--- src/rtl/assert_macros.svh ---
// Assertion macros used by the top level of the marker scanner.
`ifndef ASSERT_MACROS_SVH
`define ASSERT_MACROS_SVH
`ifndef SYNTHESIS
// Same-cycle implication, disabled while reset is asserted.
`define FMS_ASSERT_IMPL(label, clk, rst_n, a, b) \
    label: assert property (@(posedge clk) disable iff (!(rst_n)) (a) |-> (b)) \
        else $error("assertion failed: same-cycle implication");
// Next-cycle implication, disabled while reset is asserted.
`define FMS_ASSERT_NEXT(label, clk, rst_n, a, b) \
    label: assert property (@(posedge clk) disable iff (!(rst_n)) (a) |=> (b)) \
        else $error("assertion failed: next-cycle implication");
`else
`define FMS_ASSERT_IMPL(label, clk, rst_n, a, b)
`define FMS_ASSERT_NEXT(label, clk, rst_n, a, b)
`endif
`endif

--- src/rtl/fms_pkg.sv ---
// Types and constants of the firmware marker scanner.
package fms_pkg;

    localparam int unsigned WIN_LEN    = 12;
    localparam int unsigned PREFIX_LEN = 8;
    localparam int unsigned FILL_W     = 4;
    localparam int unsigned PREFIX_W   = 64;
    localparam logic [7:0]  END_CHAR   = 8'h40;

    localparam int unsigned APB_ADDR_W  = 4;
    localparam int unsigned APB_DATA_W  = 64;
    localparam int unsigned REG_IDX_LSB = 3;

    typedef enum logic [0:0] {
        REG_MARKER_PREFIX = 1'b0,
        REG_UNUSED        = 1'b1
    } reg_idx_t;

    typedef struct packed {
        logic       restart;
        logic [7:0] data_byte;
    } in_item_t;

    typedef struct packed {
        logic        found;
        logic [7:0]  device_type;
        logic [7:0]  ver_major;
        logic [7:0]  ver_minor;
        logic [7:0]  ver_patch;
        logic [23:0] version_key;
    } out_item_t;

    typedef struct packed {
        logic seen;
        logic full;
    } scan_status_t;

endpackage

--- src/rtl/fms_scan_core.sv ---
// Byte window, prefix compare and capture state of the marker scanner.
module fms_scan_core (
    input  logic                    aclk,
    input  logic                    aresetn,
    input  logic                    en,
    input  fms_pkg::in_item_t       item,
    input  logic [63:0]             prefix,
    output fms_pkg::out_item_t      result,
    output fms_pkg::scan_status_t   status
);
    import fms_pkg::*;

    logic [7:0]        win_reg [0:WIN_LEN-1];
    logic [FILL_W-1:0] fill_reg;
    logic              seen_reg;
    logic [31:0]       cap_reg;

    logic [FILL_W-1:0] fill_eff;
    logic              seen_eff;
    logic [31:0]       cap_eff;
    logic              full_eff;
    logic              prefix_hit;
    logic              hit;
    logic              shift;
    logic [FILL_W-1:0] fill_next;
    logic              seen_next;
    logic [31:0]       cap_next;

    // A restart item clears the scan before its own byte is taken in.
    always_comb begin
        fill_eff   = item.restart ? '0 : fill_reg;
        seen_eff   = item.restart ? 1'b0 : seen_reg;
        cap_eff    = item.restart ? '0 : cap_reg;
        full_eff   = (fill_eff == FILL_W'(WIN_LEN));
        prefix_hit = 1'b1;
        for (int k = 0; k < PREFIX_LEN; k++) begin
            if (win_reg[k] != prefix[8*k +: 8]) begin
                prefix_hit = 1'b0;
            end
        end
        hit       = !seen_eff && full_eff && (item.data_byte == END_CHAR) && prefix_hit;
        shift     = !seen_eff && !hit;
        seen_next = seen_eff || hit;
        cap_next  = hit ? {win_reg[8], win_reg[9], win_reg[10], win_reg[11]} : cap_eff;
        if (shift && !full_eff) begin
            fill_next = fill_eff + FILL_W'(1);
        end else begin
            fill_next = fill_eff;
        end
    end

    always_ff @(posedge aclk) begin
        if (!aresetn) begin
            fill_reg <= '0;
            seen_reg <= 1'b0;
            cap_reg  <= '0;
        end else if (en) begin
            fill_reg <= fill_next;
            seen_reg <= seen_next;
            cap_reg  <= cap_next;
        end
    end

    // Newest byte enters at the top; once full, entry 0 holds the oldest byte.
    always_ff @(posedge aclk) begin
        if (en && shift) begin
            for (int i = 0; i < WIN_LEN - 1; i++) begin
                win_reg[i] <= win_reg[i+1];
            end
            win_reg[WIN_LEN-1] <= item.data_byte;
        end
    end

    always_comb begin
        result.found       = seen_next;
        result.device_type = seen_next ? cap_next[31:24] : '0;
        result.ver_major   = seen_next ? cap_next[23:16] : '0;
        result.ver_minor   = seen_next ? cap_next[15:8]  : '0;
        result.ver_patch   = seen_next ? cap_next[7:0]   : '0;
        result.version_key = seen_next ? cap_next[23:0]  : '0;
    end

    assign status.seen = seen_reg;
    assign status.full = (fill_reg == FILL_W'(WIN_LEN));

endmodule

--- src/rtl/firmware_marker_scanner.sv ---
// Top level of the firmware marker scanner: handshakes, APB register and result register.
// An accepted byte is held in the input register; its result is loaded into the output
// register that drives m_payload once that register is empty or being drained.
// Throughput: one byte transaction per cycle unless m_ready stalls, set by the window shift
// and the parallel eight-byte prefix compare between the input and result registers.
// Reset (aresetn low, synchronous) clears the marker prefix, the fill count, the
// found flag, the captured bytes and both valid flags; window contents stay undefined.
`include "assert_macros.svh"
module firmware_marker_scanner (
    input  logic                                aclk,
    input  logic                                aresetn,
    // Byte stream in.
    input  logic                                s_valid,
    output logic                                s_ready,
    input  fms_pkg::in_item_t                   s_payload,
    // Scan results out.
    output logic                                m_valid,
    input  logic                                m_ready,
    output fms_pkg::out_item_t                  m_payload,
    // APB configuration port.
    input  logic                                psel,
    input  logic                                penable,
    input  logic                                pwrite,
    input  logic [fms_pkg::APB_ADDR_W-1:0]      paddr,
    input  logic [fms_pkg::APB_DATA_W-1:0]      pwdata,
    output logic [fms_pkg::APB_DATA_W-1:0]      prdata,
    output logic                                pready
);
    import fms_pkg::*;

    logic [PREFIX_W-1:0] prefix_reg;
    in_item_t            in_item_reg;
    logic                in_valid_reg;
    out_item_t           out_item_reg;
    logic                out_valid_reg;

    logic                advance;
    logic                proc;
    reg_idx_t            reg_idx;
    out_item_t           core_result;
    scan_status_t        core_status;
    logic                seen_keep;
    logic                unfound_zero;

    // Register file. The APB port never stalls, so a write lands on the access cycle.
    assign pready  = 1'b1;
    assign reg_idx = reg_idx_t'(paddr[REG_IDX_LSB]);

    always_ff @(posedge aclk) begin
        if (!aresetn) begin
            prefix_reg <= '0;
        end else if (psel && penable && pwrite && (reg_idx == REG_MARKER_PREFIX)) begin
            prefix_reg <= pwdata;
        end
    end

    always_comb begin
        unique case (reg_idx)
            REG_MARKER_PREFIX: prdata = prefix_reg;
            REG_UNUSED:        prdata = '0;
            default:           prdata = '0;
        endcase
    end

    // Two-register pipeline. The input register holds an accepted byte transaction;
    // it is scanned and its result loaded into the output register whenever that
    // register is empty or being drained. A new byte is therefore taken in the
    // same cycle a waiting result leaves: one transaction per cycle unless m_ready stalls.
    assign advance = !out_valid_reg || m_ready;
    assign proc    = in_valid_reg && advance;
    assign s_ready = !in_valid_reg || advance;

    always_ff @(posedge aclk) begin
        if (!aresetn) begin
            in_valid_reg  <= 1'b0;
            out_valid_reg <= 1'b0;
        end else begin
            if (s_ready) begin
                in_valid_reg <= s_valid;
            end
            if (advance) begin
                out_valid_reg <= in_valid_reg;
            end
        end
    end

    always_ff @(posedge aclk) begin
        if (s_valid && s_ready) begin
            in_item_reg <= s_payload;
        end
        if (proc) begin
            out_item_reg <= core_result;
        end
    end

    // The core updates its scan state only when the held byte is actually consumed,
    // so a stalled result never causes a byte to be scanned twice.
    fms_scan_core u_core (
        .aclk    (aclk),
        .aresetn (aresetn),
        .en      (proc),
        .item    (in_item_reg),
        .prefix  (prefix_reg),
        .result  (core_result),
        .status  (core_status)
    );

    assign m_valid   = out_valid_reg;
    assign m_payload = out_item_reg;

    // Conditions used by the checks below.
    assign seen_keep    = core_status.seen && !(proc && in_item_reg.restart);
    assign unfound_zero = (out_item_reg.device_type == 8'h00) &&
                          (out_item_reg.version_key == 24'h000000);

    // A marker can only have been seen with a full window, and the window stops
    // changing afterwards, so the full indication must hold while found is set.
    `FMS_ASSERT_IMPL(a_seen_full, aclk, aresetn, core_status.seen, core_status.full)
    // The found flag is sticky until a restart transaction is consumed.
    `FMS_ASSERT_NEXT(a_seen_sticky, aclk, aresetn, seen_keep, core_status.seen)
    // A result without a found marker carries all-zero captured fields.
    `FMS_ASSERT_IMPL(a_zero_unfound, aclk, aresetn, out_valid_reg && !out_item_reg.found, unfound_zero)
    // A byte held in the input register that cannot move on is still held next cycle.
    `FMS_ASSERT_NEXT(a_in_hold, aclk, aresetn, in_valid_reg && !advance, in_valid_reg && $stable(in_item_reg))

endmodule
--- config.mk ---
export PLATFORM = sky130hd
export DESIGN_NAME = firmware_marker_scanner
export DESIGN_NICKNAME = d
export VERILOG_FILES = /design/src/rtl/fms_pkg.sv /design/src/rtl/fms_scan_core.sv /design/src/rtl/firmware_marker_scanner.sv
export VERILOG_INCLUDE_DIRS = /design/src /design/src/rtl
export SDC_FILE = /design/constraint.sdc
export NUM_CORES = 1
export LEC_CHECK = 0
export CORE_UTILIZATION = 50
export DETAILED_ROUTE_END_ITERATION = 10
export DONT_BUFFER_PORTS = 1
export PLACE_DENSITY_LB_ADDON = 0.05
export SLEW_MARGIN = 20
export SYNTH_ARGS = -nofsm -noshare
export SYNTH_HDL_FRONTEND = slang
export SYNTH_SLANG_ARGS = --single-unit
export TNS_END_PERCENT = 30
--- constraint.sdc ---
create_clock -name aclk -period 17.95 [get_ports aclk]
set_input_delay 2.6925 -clock aclk [delete_from_list [all_inputs] [get_ports aclk]]
set_output_delay 2.6925 -clock aclk [all_outputs]
set_load 0.02 [all_outputs]
==> results.ini, run 1 <==
[status]
outcome=finished, final reports clean

[grt]
grt_pass1_vias=6299
antenna_found_initial=0
grt_util_all_layers=0.221
grt_max_degree=73
met3_usage=0.0343
grt-busiest-layer=met2
global_route_wire_length_before_repair_mm=34.5
grt-ovfl-total=0
grt_use_met2=0.336
grtUsageMet1=0.327

[setup_path]
critical_path.endpoint_type=output pin
worstPathArrival_ps=3100
crit_slowest_cell=nand2_1
r2r_setup_slack_ps=14100
worst_setup_path_start_kind=input pin
crit_buf_inv=0
cell_by_cell_trace_of_the_critical_path=nor2b_1, nand2_1
crit_family=simple AND/OR/NAND/NOR gates
critPathRequiredTime_ps=15260
criticalPathCategory=input pin to output pin
path_max_fanout=4
max_stage_delay_ps=210

[finish]
final_area_um2=10900
layout.cells.non_filler=1197
antennaDiodeCount=0
flow.area_growth_from_synthesis_pct=8.44
design.final.nets=998
fill_cells=1706
layout-drive-gt1-share=0.0590
number_of_flip_flops_under_the_largest_register_name=96

[yosys]
postSynthCellCount=955
synth.ff_latch_count=241
async_reset_ff_frac=0
syn_avg_cell_area_um2=10.5
synth_cell_type_count=40
ys_seq_area_frac=0.617
yosys_most_used_dff=edfxtp_1
synth.cell_area_um2=10100
synth_edf_count=138
ys_warn_count=0
synth_fp_nets=1041

[timing]
relSlewSlack=0.347
final-max-slew-violation-count=0
period_minus_slack_ps=5790
finalCritPeriodShare=0.323
max_clock_freq_mhz=173
final_hold_viol_count=0
tns_ps=0
grt_setup_unrepaired=no
whs_ps=448
max_slew.worst_pin.slew_ps=978
clock-skew-final_ps=16.9
setup_viol_count_final=0

[route]
drc_violation_count_after_routing=0
dr_total_vias=6619
drt_pass1_iterations=5
detail_route.wirelength_mm=22.6
route.antenna.remaining_nets=0
initialDrtViolationCount=453
post_drt_via_cell_ratio=5.53
route.detailed.wl_per_inst_um=18.9

[clock_network]
cts-root-to-sink-buffers=3
h_tree_levels=1
cts_hold_buffers=0
worstSkewPairLatency_ps=520
cts_sinks=241
postCtsSetupBuffers=0
clock_tree.root_cell=clkbuf_16
cts-buffers-inserted=26
tritoncts=done
post_cts_resize_count=0
clkTransAtPathRegs_ps=60

[floorplanning]
die_h_um=144
die_w_um=144
design.core.area_um2=19600
boundaryPins=208
dieArea_um2=20700
row_count=51
initial_utilization=0.513

[placed_design]
dpl.hpwl_mm=15.2
placed_area_um2=10100
finalWeightedCongestion=0.822
port_buffers=0
numPlacedInstances=1149

[worst_hold_path]
worst_hold_path_type=register to register

[power_and_ir_drop]
power.ir.vdd_worst_uv=65.5
p_leak_nw=3.72
p_per_area_nw_per_um2=109

[flow_run]
max_capacitance_violation_count=0

-- cells by family (layout without fill, tap and decap cells) --
kind of cell | count (synthesis) | after routing | share of synthesized area
xor+xnor | 44 | 44 | 0.0383
simple gates | 404 | 404 | 0.176
other cells | 1 | 1 | 0.000373
buf+inv | 104 | 81 | 0.0513
flops | 241 | 241 | 0.617
compound gates | 127 | 127 | 0.0820
mux | 32 | 32 | 0.0319
fa+ha+maj | 2 | 2 | 0.00249
-- cells in the mapped netlist, types with 2 or more instances --
cell / count / area share
a21oi_1: 71 / 0.035
a221oi_1: 4 / 0.0035
a22o_1: 34 / 0.030
buf_1: 6 / 0.0022
buf_2: 4 / 0.0020
buf_4: 26 / 0.019
buf_6: 3 / 0.0034
clkbuf_1: 40 / 0.015
dfxtp_1: 103 / 0.21
edfxtp_1: 138 / 0.41
ha_1: 2 / 0.0025
inv_1: 23 / 0.0086
inv_2: 2 / 0.00075
mux2i_1: 32 / 0.032
nand2_1: 293 / 0.11
nand2b_1: 4 / 0.0025
nand3_1: 5 / 0.0025
nand4_1: 10 / 0.0062
nand4b_1: 2 / 0.0017
nor2_1: 12 / 0.0045
nor2b_1: 61 / 0.038
nor3_1: 2 / 0.0010
nor4_1: 9 / 0.0056
o21ai_0: 3 / 0.0015
o221ai_1: 2 / 0.0017
o22ai_1: 6 / 0.0037
o2bb2ai_1: 2 / 0.0017
or2_2: 2 / 0.0012
xnor2_1: 25 / 0.022
xor2_1: 19 / 0.017
-- worst paths after layout --
kind | depth (start not counted) | from | end
min reg2reg | 0 | u_core.win_reg[2][7]$_DFFE_PP_ | u_core.win_reg[1][15]$_DFFE_PP_
max reg2reg | 9 | u_core.win_reg[1][7]$_DFFE_PP_ | u_core.win_reg[2][13]$_DFFE_PP_
max | 2 | m_ready | s_ready
min | 0 | u_core.win_reg[2][7]$_DFFE_PP_ | u_core.win_reg[1][15]$_DFFE_PP_
-- cells in the final DEF, fill, tap and decap left out, types with 10 or more instances in the layout --
cell type  netlist  routed
nor2b_1         61      60
edfxtp_1       138     138
xnor2_1         25      25
nor2_1          12      12
nand4_1         10      10
inv_1           23      23
clkbuf_16        0      27
a21oi_1         71      70
a22o_1          34      34
xor2_1          19      19
dfxtp_1        103     103
mux2i_1         32      32
nand2_1        293     293
-- layer usage --
layer  vias up  part of all wire
met2       219              0.43
met1      3229              0.49
met3        33             0.058
met5         -                 0
met4         0             0.016
li1       3138                 -
-- cell type report --
cell class / count / area (um^2) / area share
Clock buffer: 39 / 751 / 0.0689
Clock inverter: 9 / 96.3 / 0.00884
Inverter: 25 / 93.8 / 0.00861
Multi-Input combinational cell: 610 / 3360 / 0.308
Sequential cell: 241 / 6210 / 0.569
Tap cell: 265 / 332 / 0.0304
Timing Repair Buffer: 8 / 60.1 / 0.00551
-- power breakdown --
part	internal (mW)	switching, mW
Sequential	0.604	0.0225
Combinational	0.0113	0.0291
Clock	0.317	0.206
Total	0.932	0.258
-- through the flow --
| step | power, mW | worst slack, ps | utilization |
|---|---|---|---|
| 2_1_floorplan | 0.672 | 7410 | - |
| 3_3_place_gp | 0.677 | 12180 | 0.513 |
| 3_5_place_dp | 0.679 | 12180 | 0.513 |
| 4_1_cts | 1.20 | 12180 | 0.556 |
| 5_1_grt | 1.23 | 12110 | 0.556 |
| 6_report | 1.19 | 12160 | 0.556 |
Power figures use the tool's default switching activity.
==> inputs of run 2 (changes only) <==
==> constraint.sdc (replaced) <==
create_clock -name aclk -period 4.65 [get_ports aclk]
set_input_delay 0.6975 -clock aclk [delete_from_list [all_inputs] [get_ports aclk]]
set_output_delay 0.6975 -clock aclk [all_outputs]
set_load 0.02 [all_outputs]
==> run 2 against run 1 <==
Non-clock buffer count increased by 1. Sequential power grew to 3.9 times the previous value. Hold slack got worse by 170 ps. Register-to-register slack lost 13000 ps. Worst setup slack lost 11000 ps. Core utilization is 0.34 points lower. Wire length increased by 0.73%. Via count grew 0.50%. Highest routed layer unchanged. Count of clock-buffer cells in the layout fell by 3.
==> results.ini, run 2 (synthesis gave the netlist of run 1 again) <==
[finish]
antennaDiodeCount=0
design.final.nets=998
final_cell_mix=293 x nand2_1, 138 x edfxtp_1, 103 x dfxtp_1
layout.cells.non_filler=1195
layout-drive-gt1-share=0.0624
mostFrequentLayoutCell=nand2_1
number_of_flip_flops_under_the_largest_register_name=96
flow.area_growth_from_synthesis_pct=7.77
final_area_um2=10800

[placed_design]
finalWeightedCongestion=0.835
port_buffers=0
placed_area_um2=10100
dpl.hpwl_mm=15.4
numPlacedInstances=1150

[route]
drt_pass1_iterations=5
detail_route.wirelength_mm=22.8
dr_total_vias=6652
drc_violation_count_after_routing=0
initialDrtViolationCount=641
post_drt_via_cell_ratio=5.57
route.detailed.wl_per_inst_um=19.1
route.antenna.remaining_nets=0

[setup_path]
r2r_setup_slack_ps=1460
worst_setup_path_start_kind=register
worst_setup_path_endpoint=m_payload[49]$_SDFFCE_PN0P_
rr_worst_depth=7
max_stage_delay_ps=760
criticalPathCategory=register to register
critPathRequiredTime_ps=5020
crit_family=simple AND/OR/NAND/NOR gates
crit_buf_inv=1
crit_path_frequent_cell=nand4_1
worst_r2r_startpoint=u_core.win_reg[1][7]$_DFFE_PP_
cell_by_cell_trace_of_the_critical_path=xnor2_1, nand4_1, nor4_1, nand4_1, nor4_4, buf_4, a22o_1
crit_slowest_cell=buf_4
worst-path-stages=7
critical_path.endpoint_type=register
worstSetupStartpoint=u_core.win_reg[1][7]$_DFFE_PP_
r2r-end=m_payload[49]$_SDFFCE_PN0P_
worstPathArrival_ps=3560
path_max_fanout=66

[floorplanning]
initial_utilization=0.513
boundaryPins=208
die_h_um=144
row_count=51
dieArea_um2=20700
die_w_um=144
design.core.area_um2=19600

[power_and_ir_drop]
power_mw=4.44
power.ir.vdd_worst_uv=250
switching_power_mw=0.985
p_leak_nw=3.70
combinationalPowerShare=0.035
power.switching_fraction=0.222
share_seq_of_total_power=0.544
p_per_area_nw_per_um2=410
p_int_mw=3.46
clkPwrFrac=0.421

[timing]
final_hold_viol_count=0
max_slew.worst_pin.slew_ps=1090
finalCritPeriodShare=0.686
max_clock_freq_mhz=314
clock-skew-final_ps=6.38
tns_ps=0
relSlewSlack=0.275
final-max-slew-violation-count=0
period_minus_slack_ps=3190
grt_setup_unrepaired=no
setup_viol_count_final=0

[clock_network]
post_cts_resize_count=0
cts_hold_buffers=0
worstSkewPairLatency_ps=510
postCtsSetupBuffers=0
cts_sinks=241
tritoncts=done
clkTransAtPathRegs_ps=60
h_tree_levels=1
cts-root-to-sink-buffers=3
clock_tree.root_cell=clkbuf_16
cts-buffers-inserted=25

[grt]
grt_max_degree=73
grt_pass1_vias=6170
antenna_found_initial=0
grt-ovfl-total=0
grt_util_all_layers=0.222
global_route_wire_length_before_repair_mm=34.6

[flow_run]
max_capacitance_violation_count=0

[worst_hold_path]
worst_hold_path_type=input pin to register

[status]
outcome=finished, final reports clean

==> run 2: how the worst min path moves through the flow <==
stage	depth (start not counted)	endpoint	startpoint
after global routing	0	in_item_reg[1]$_DFFE_PP_	s_payload[1]
after CTS	0	in_item_reg[1]$_DFFE_PP_	s_payload[1]
after floorplan	0	u_core.win_reg[5][11]$_DFFE_PP_	in_item_reg[3]$_DFFE_PP_
after global placement	0	u_core.win_reg[5][11]$_DFFE_PP_	in_item_reg[3]$_DFFE_PP_
after detailed placement	0	u_core.win_reg[5][11]$_DFFE_PP_	in_item_reg[3]$_DFFE_PP_
final	0	in_item_reg[1]$_DFFE_PP_	s_payload[1]
==> run 2: layout make-up <==
cell class	count	area, um^2
Fill cell	1729	8760
Sequential cell	241	6210
Multi-Input combinational cell	610	3360
Clock buffer	36	728
Tap cell	265	332
Inverter	25	93.8
Timing Repair Buffer	9	67.6
Clock inverter	9	45.0
==> run 2: worst register-to-register path: cells and delay by family (launching register included) <==
kind                      cells  cell delay (ps)
AOI/OAI and AO/OA             1              290
xor gates and xnor gates      1              300
buffers and inverters         1              760
DFF                           1              410
and+or+nand+nor               4             1280
==> run 2: power by group through the flow <==
stage	Clock [mW]	Sequential [mW]	Combinational, mW
2_1_floorplan	0	2.43	0.160
3_3_place_gp	0	2.46	0.154
3_5_place_dp	0	2.46	0.158
4_1_cts	1.91	2.42	0.159
5_1_grt	1.99	2.43	0.175
6_report	1.87	2.42	0.157
==> run 2: through the flow <==
| stage | hold WS (ps) | utilization | setup slack [ps] |
|---|---|---|---|
| after floorplan | 417 | - | 514 |
| after global placement | 426 | 0.513 | 1510 |
| after detailed placement | 433 | 0.513 | 1490 |
| after CTS | 265 | 0.553 | 1460 |
| after global routing | 262 | 0.553 | 1260 |
| final | 281 | 0.553 | 1460 |
==> run 2: layer usage <==
layer  vias to the layer above  GRT usage  share of wire
met3                        36     0.0370          0.066
met4                         0     0.0526          0.020
met2                       252      0.335           0.44
met5                         -          0              0
met1                      3231      0.331           0.47
li1                       3133          -              -
